[src/hw/rtl/bts_pkg.sv]
// ----------------------------------------------------------------------------
// bts_pkg
// Shared widths, codes and beat descriptor of the bilinear texture sampler.
// ----------------------------------------------------------------------------
package bts_pkg;

  localparam int MAX_TEXELS_DEF = 65536;
  localparam int COORD_FRAC_DEF = 16;

  localparam int COORD_W    = 18;
  localparam int DIM_W      = 13;
  localparam int CH_W       = 8;
  localparam int TEXEL_W    = 32;
  localparam int INDEX_W    = 16;
  localparam int CC_W       = 3;
  localparam int LIN_W      = 26;
  localparam int WGT_W      = 17;
  localparam int WGT_SHIFT  = 16;
  localparam int ACC_W      = 24;
  localparam int SUM_W      = 10;
  localparam int CFG_IDX_W  = 8;
  localparam int CFG_DATA_W = 16;

  localparam logic [11:0] DIV3_MUL   = 12'd1366;
  localparam int          DIV3_SHIFT = 12;

  typedef enum logic {
    OP_WRITE  = 1'b0,
    OP_SAMPLE = 1'b1
  } op_t;

  typedef enum logic [CFG_IDX_W-1:0] {
    REG_TEX_WIDTH      = 8'd0,
    REG_TEX_HEIGHT     = 8'd1,
    REG_CHANNEL_COUNT  = 8'd2,
    REG_TEXTURE_LOADED = 8'd3
  } cfg_reg_t;

  typedef struct packed {
    logic               wr;
    logic               first;
    logic               last;
    logic [1:0]         corner;
    logic               bilinear;
    logic [CH_W-1:0]    dflt;
    logic [INDEX_W-1:0] index;
    logic [TEXEL_W-1:0] wdata;
  } beat_t;

  function automatic int addr_bits(int depth);
    return (depth > 1) ? $clog2(depth) : 1;
  endfunction

endpackage

[src/hw/rtl/bts_addr.sv]
// ----------------------------------------------------------------------------
// bts_addr
// Six-stage address path: clamp, scale, corner select, linearize, wrap.
// ----------------------------------------------------------------------------
module bts_addr #(
  parameter int MAX_TEXELS      = bts_pkg::MAX_TEXELS_DEF,
  parameter int COORD_FRAC_BITS = bts_pkg::COORD_FRAC_DEF
) (
  input  logic                                              clk,
  input  logic                                              rst_n,
  input  logic                                              adv,
  input  logic                                              in_valid,
  input  bts_pkg::beat_t                                    in_beat,
  input  logic signed [bts_pkg::COORD_W-1:0]                in_u,
  input  logic signed [bts_pkg::COORD_W-1:0]                in_v,
  input  logic [bts_pkg::DIM_W-1:0]                         wm1,
  input  logic [bts_pkg::DIM_W-1:0]                         hm1,
  input  logic [bts_pkg::DIM_W-1:0]                         weff,
  output logic                                              out_valid,
  output bts_pkg::beat_t                                    out_beat,
  output logic [bts_pkg::addr_bits(MAX_TEXELS)-1:0]         out_addr,
  output logic                                              out_wr_en,
  output logic [bts_pkg::WGT_W-1:0]                         out_wgt
);

  localparam int ADDR_W = bts_pkg::addr_bits(MAX_TEXELS);
  localparam int CW     = bts_pkg::COORD_W;
  localparam int DW     = bts_pkg::DIM_W;
  localparam int LW     = bts_pkg::LIN_W;
  localparam int F      = COORD_FRAC_BITS;
  localparam int UW     = F + 1;
  localparam int FXW    = UW + DW;
  localparam int SHIFT  = LW + $clog2(MAX_TEXELS);
  localparam int PW     = LW + LW + 1;

  localparam logic [UW-1:0]  ONE        = {1'b1, {F{1'b0}}};
  localparam logic [FXW-1:0] HALF       = FXW'(1) << (F - 1);
  localparam logic [63:0]    RECIP_FULL =
    ((64'd1 << SHIFT) + 64'(MAX_TEXELS) - 64'd1) / 64'(MAX_TEXELS);
  localparam logic [LW:0]    RECIP      = RECIP_FULL[LW:0];
  localparam logic [LW-1:0]  MOD        = LW'(MAX_TEXELS);

  function automatic logic [UW-1:0] clamp_coord(logic signed [CW-1:0] raw);
    logic [31:0]   mag;
    logic [UW-1:0] res;
    mag = 32'(raw[CW-2:0]);
    if (raw[CW-1]) begin
      res = '0;
    end else if (mag > 32'(ONE)) begin
      res = ONE;
    end else begin
      res = UW'(mag);
    end
    return res;
  endfunction

  logic [5:0]           vld_r;
  bts_pkg::beat_t       bt_r [6];

  logic [UW-1:0]        u1_r, v1_r;
  logic [FXW-1:0]       fx2_r, fy2_r;
  logic [DW-1:0]        x3_r, y3_r;
  logic [8:0]           wx3_r, wy3_r;
  logic [LW-1:0]        lin4_r, lin5_r;
  logic [bts_pkg::WGT_W-1:0] wgt4_r, wgt5_r, wgt6_r;
  logic [LW-1:0]        q5_r;
  logic [ADDR_W-1:0]    addr6_r;
  logic                 wr_en6_r;

  logic [DW-1:0]        x0, y0, x1, y1, xn, yn, x_sel, y_sel;
  logic [7:0]           dx, dy;
  logic [8:0]           wx_sel, wy_sel;
  logic [PW-1:0]        prod5;
  logic [LW-1:0]        rem6;

  always_comb begin
    x0 = DW'(fx2_r >> F);
    y0 = DW'(fy2_r >> F);
    xn = DW'((fx2_r + HALF) >> F);
    yn = DW'((fy2_r + HALF) >> F);
    x1 = (x0 == wm1) ? wm1 : x0 + DW'(1);
    y1 = (y0 == hm1) ? hm1 : y0 + DW'(1);
    dx = fx2_r[F-1 -: 8];
    dy = fy2_r[F-1 -: 8];
    if (bt_r[1].bilinear) begin
      x_sel  = bt_r[1].corner[0] ? x1 : x0;
      y_sel  = bt_r[1].corner[1] ? y1 : y0;
      wx_sel = bt_r[1].corner[0] ? {1'b0, dx} : 9'd256 - {1'b0, dx};
      wy_sel = bt_r[1].corner[1] ? {1'b0, dy} : 9'd256 - {1'b0, dy};
    end else begin
      x_sel  = xn;
      y_sel  = yn;
      wx_sel = 9'd256;
      wy_sel = 9'd256;
    end
  end

  assign prod5 = PW'(lin4_r) * PW'(RECIP);
  assign rem6  = lin5_r - LW'(q5_r * MOD);

  always_ff @(posedge clk) begin
    if (!rst_n) begin
      vld_r <= '0;
    end else if (adv) begin
      vld_r <= {vld_r[4:0], in_valid};
    end
  end

  always_ff @(posedge clk) begin
    if (adv) begin
      bt_r[0] <= in_beat;
      for (int i = 1; i < 6; i++) begin
        bt_r[i] <= bt_r[i-1];
      end
      u1_r     <= clamp_coord(in_u);
      v1_r     <= clamp_coord(in_v);
      fx2_r    <= FXW'(u1_r) * FXW'(wm1);
      fy2_r    <= FXW'(v1_r) * FXW'(hm1);
      x3_r     <= x_sel;
      y3_r     <= y_sel;
      wx3_r    <= wx_sel;
      wy3_r    <= wy_sel;
      lin4_r   <= LW'(x3_r) + LW'(y3_r) * LW'(weff);
      wgt4_r   <= bts_pkg::WGT_W'(bts_pkg::WGT_W'(wx3_r) * bts_pkg::WGT_W'(wy3_r));
      lin5_r   <= lin4_r;
      q5_r     <= LW'(prod5 >> SHIFT);
      wgt5_r   <= wgt4_r;
      addr6_r  <= bt_r[4].wr ? ADDR_W'(bt_r[4].index) : ADDR_W'(rem6);
      wr_en6_r <= bt_r[4].wr && (32'(bt_r[4].index) < 32'(MAX_TEXELS));
      wgt6_r   <= wgt5_r;
    end
  end

  assign out_valid = vld_r[5];
  assign out_beat  = bt_r[5];
  assign out_addr  = addr6_r;
  assign out_wr_en = wr_en6_r;
  assign out_wgt   = wgt6_r;

endmodule

[config.mk]
export PLATFORM = sky130hd
export DESIGN_NAME = bts_addr
export DESIGN_NICKNAME = d
export VERILOG_FILES = /design/src/hw/rtl/bts_pkg.sv /design/src/hw/rtl/bts_addr.sv
export SDC_FILE = /design/constraint.sdc
export NUM_CORES = 2
export LEC_CHECK = 0
export ABC_AREA = 1
export BUFFER_PORTS_ARGS = -buffer_cell sky130_fd_sc_hd__buf_4
export CORE_UTILIZATION = 60
export CTS_CLUSTER_SIZE = 8
export DETAILED_ROUTE_END_ITERATION = 10
export PLACE_DENSITY = 0.79
export SYNTH_ARGS = -nofsm -noshare
export SYNTH_HDL_FRONTEND = slang
export SYNTH_SLANG_ARGS = --single-unit
[constraint.sdc]
create_clock -name clk -period 10.3 [get_ports clk]
set_input_delay 2.06 -clock clk [delete_from_list [all_inputs] [get_ports clk]]
set_output_delay 2.06 -clock clk [all_outputs]
set_load 0.05 [all_outputs]
* Yosys cells after proc, flatten, opt, wreduce, memory -nomap -nowiden
Memory sizes are Yosys's and may differ from the RTL's.
Cells that the tools add are included.
** Storage, ports and cells
- Output and inout port bits :: 97
- Memory bits (writable) :: 372
- Input bits :: 141
- Flip-flop bits (word level) :: 242
- Memories kept :: 1
** Cells by class
- Equal/unequal tests :: 2
- Order comparisons :: 2
- $add $sub $neg :: 8
- $mul :: 4
- Muxes and demuxes :: 13
- Reduce and logical (&&, ||, !) cells :: 2
** Memory list
- bt_r :: depth 6, bits a word 62, read ports 6, clocked after memory_dff 0, write ports 6, line bts_addr.sv:58 : bts_pkg::beat_t bt_r [6];
** Operators with widths (count)
- 13-bit two-way mux :: 6
- 29-bit by 16-bit adder with 29-bit output, second input constant :: 2
- 17-bit by 13-bit multiplier with 29-bit output :: 2
- 17-bit greater-than comparator, second input constant :: 2
- 17-bit two-way mux :: 2
- 13-bit by 1-bit adder with 13-bit output, second input constant :: 2
- 13-bit == test :: 2
- 9-bit two-way mux :: 2
- 9-bit by 8-bit subtractor with 9-bit output, first input constant :: 2
- 9-bit by 9-bit multiplier with 17-bit output :: 1
- 13-bit by 16-bit adder with 16-bit output :: 1
- 13-bit by 13-bit multiplier with 16-bit output :: 1
- 16-bit two-way mux :: 1
- 16-bit by 1-bit subtractor with 16-bit output, second input constant :: 1
- 2-bit OR reduction :: 2
- 1-bit two-way mux :: 2

* Logic depth before layout (Yosys ltp)
- Depth in word-level cells :: 4
- Depth in mapped cells :: 28

* Least setup slack after synthesis
No wires, ideal clock.
- Kind :: input-to-reg
- Start :: in weff[1] (netlist name)
- End :: reg lin4_r[15], data pin
- Slack :: 3.514 ns
- Stages on the path :: 21
- Data required time :: 10.048 ns
- Library setup time :: 0.252 ns
- Data arrival time :: 6.534 ns
- Path through :: clkbuf_1 -> nand2_1 -> fa_1 -> inv_1 -> fa_1 -> fa_1 -> inv_1 -> fa_1 -> inv_1 -> fa_1 -> inv_1 -> fa_1 -> inv_1 -> ha_1 -> nand2_1 -> nor2_1 -> nand3_1 -> o21ai_0 -> inv_1 -> nand2_1 -> nand2_1
** On the way
- Cells in the longest elaborated chain, start to end :: 2
** Ends and longest elaborated chain
- start, declared :: line bts_addr.sv:18 : input logic [bts_pkg::DIM_W-1:0] weff,
- 13-bit by 13-bit multiplier with 16-bit output :: line bts_addr.sv:123 : lin4_r <= LW'(x3_r) + LW'(y3_r) * LW'(weff);
- 13-bit by 16-bit adder with 16-bit output :: line bts_addr.sv:123
- end signal, assigned :: line bts_addr.sv:123
- end, declared :: line bts_addr.sv:64 : logic [LW-1:0] lin4_r, lin5_r;
No other way between the ends.
A chain may end at the register's enable or synchronous reset.

* Worst setup path in the final report
Ends and elaborated chain as after synthesis.

==> metrics.txt <==
status=finished, final reports clean; r2r worst-path depth=20; worst slew pin tran=1.18 ns; FFs w/ async S/R, synth=0; gp weighted congestion=0.909; wire length per cell=15.9 um; Root Driver=clkbuf_16; crit share post-route=0.613; Clock Path Buffers=3; initial antenna violation count=3; Crit Reg-Reg Endpoint=lin4_r[15]; clk_lat worst skew=0.64 ns; core outline area=70500 sq um; Synth Area in Compound Gates=0.0315; number of global-route vias before repair=29369; TNS Setup=0 ns; simple-gate area share of the yosys netlist=0.131; Synth Register Bits=597; Synth Area in Adders=0.281; WHS Endpoint=bt_r[3][57]; die area=72900 sq um; Final min period=6.32 ns; Post-DRT Antenna Nets=0; io pins=238; Post-CTS Hold Fix Bufs=0; DR iter-0 viols=2023; cts bufs inserted=85; Worst Path Required=10.69 ns; vias per cell=5.19; Die Ht=270 um; Setup crit start kind=input pin; clk slew on worst S/H paths=0.05 ns; Starting Density=0.611; Final Worst Setup Slack=3.98 ns; Die W=270 um; share of post-route cells with drive strength above 1=0.0877; post-synth cell types=48; fill count=5322; class of the worst hold path=reg -> reg; synthesized cell area=43100 sq um; Worst Hold Launch=bt_r[2][57]; pin count of the biggest net entering global routing=192; Crit Path Class=in -> reg; post-synthesis sequential area ratio=0.415; clock skew=0.0514 ns; Final Hold Fails=0; Max-Cap Viols=0; register area=17900 sq um; vias=28405; Post-CTS Setup Repair Bufs=0; Clock Sinks=597; Max Slew Vio Count=0; commonest non-fill, non-tap cell in the layout=inv_1; r2r startpoint=y3_r[4]; Rel. slew slack=0.212; fin util=0.678; port bufs=237; total grt overflow=0; Initial DRT Pass Iterations=6; post-synthesis cell count=4335; Final nets=5339; post-cts resize count=0; Row Count=97; Crit. End Element=register; area of the multi-input gates=20300 sq um; main combinational cell family by area after synthesis=adder cells; flop2flop setup slack=4.86 ns; H-tree levels=3; most frequent cells in the layout=1117 x inv_1, 1019 x nand2_1, 591 x edfxtp_1, 462 x fa_1, 242 x buf_4; pre-CTS WS=3.34 ns; mux contribution to synthesized area=0.00418; most common flop cell mapped by yosys=edfxtp_1; synthesized area per cell=9.94 sq um; first-pass GRT wire length=144000 um; gr usage total=0.247; XOR/XNOR Fraction of Synth Area=0.0230; Synthesized Nets=5165; Residual DRC=0; unrepaired setup endpoints after global routing=false; endpoints failing setup=0; EDFF count, synth=591; Worst Hold Path Cells=0; DRT Wirelength=86900 um; Area Overhead vs Synth=11.0%; CTS tree=yes; Peak Freq=158 MHz; hpwl dp=64700 um; synth warn=0; Crit Path Max Fanout=13; WP data arrival=6.71 ns
## worst max-delay path, stage by stage
cell and delay (ns):
buf_4 0.17, nand2_1 0.10, fa_1 0.55, inv_1 0.06, fa_1 0.48, fa_1 0.51, inv_1 0.06, fa_1 0.55
inv_1 0.05, fa_1 0.48, inv_1 0.05, fa_1 0.47, inv_1 0.04, ha_1 0.36, nand2_1 0.09, nor2_1 0.15
nand3_1 0.08, o21ai_0 0.22, inv_1 0.06, nand2_1 0.06, nand2_1 0.05
## worst max-delay path by stage
stage / from / end / slack (ns) / depth (start not counted)
final: weff[1] / lin4_r[15] / 3.98 / 21
after global routing: wm1[4] / fx2_r[28] / 3.77 / 18
after CTS: weff[1] / lin4_r[15] / 4.01 / 21
after detailed placement: weff[1] / lin4_r[15] / 3.34 / 21
after global placement: weff[1] / lin4_r[13] / 3.41 / 23
after floorplan: weff[1] / lin4_r[15] / 3.51 / 21
## synth_stat cells, types with 9 or more instances
| master | instances | area [sq um] |
|---|---|---|
| a21oi_1 | 125 | 626 |
| nor2_1 | 154 | 578 |
| a22oi_2 | 9 | 113 |
| nor4_1 | 14 | 87.6 |
| edfxtp_1 | 591 | 17700 |
| xnor2_1 | 39 | 342 |
| ha_1 | 227 | 2840 |
| o21a_1 | 9 | 67.6 |
| buf_1 | 21 | 78.8 |
| nand3_1 | 129 | 646 |
| buf_4 | 11 | 82.6 |
| fa_1 | 462 | 9250 |
| o21ai_0 | 57 | 285 |
| nand2_1 | 1019 | 3820 |
| mux2_2 | 16 | 180 |
| buf_2 | 32 | 160 |
| nand4_1 | 18 | 113 |
| xor2_1 | 74 | 648 |
| a21o_1 | 10 | 75.1 |
| nor3_1 | 31 | 155 |
| clkbuf_1 | 90 | 338 |
| inv_2 | 14 | 52.6 |
| inv_1 | 1117 | 4190 |
## area by class of cell
class / count / share of cell area
multi-input cells: 2447 / 0.424
flip-flops and latches: 597 / 0.374
inverters: 1134 / 0.0890
clock buffers: 98 / 0.0455
repair buffers: 244 / 0.0387
well taps: 940 / 0.0246
clock inverters: 9 / 0.00489
diodes: 1 / 0.0000523
## logic make-up after synthesis
logic type,count (synthesis)
mux,16
fa+ha+maj,689
simple gates,1394
xor+xnor,113
buf+inv,1291
compound gates,235
flops,597
## sequential cells by signal (all words and copies together), names as in the netlist, 17 cells and up
name     cells
wgt5_r      17
bt_r       371
u1_r        17
out_wgt     17
wgt4_r      17
fx2_r       21
fy2_r       21
v1_r        17
## layer usage
| layer | part of all wire | global-route usage | vias to the layer above |
|---|---|---|---|
| met5 | 0.00021 | 0 | - |
| met4 | 0.024 | 0.0760 | 4 |
| met3 | 0.064 | 0.0402 | 173 |
| met2 | 0.50 | 0.424 | 981 |
| met1 | 0.41 | 0.322 | 13768 |
| li1 | - | - | 13479 |
## stage by stage
stage | instance area, sq um | hold slack (ns) | cells
floorplan | 43100 | 0.400 | 4335
global placement | 45400 | 0.400 | 5362
detailed placement | 45400 | 0.405 | 5362
CTS | 47800 | 0.366 | 5469
global route | 47800 | 0.392 | 5470
finish | 47800 | 0.373 | 5470
Power is not shown: default switching activity piles up to over one toggle a cycle in this logic, so the estimate is an artifact.
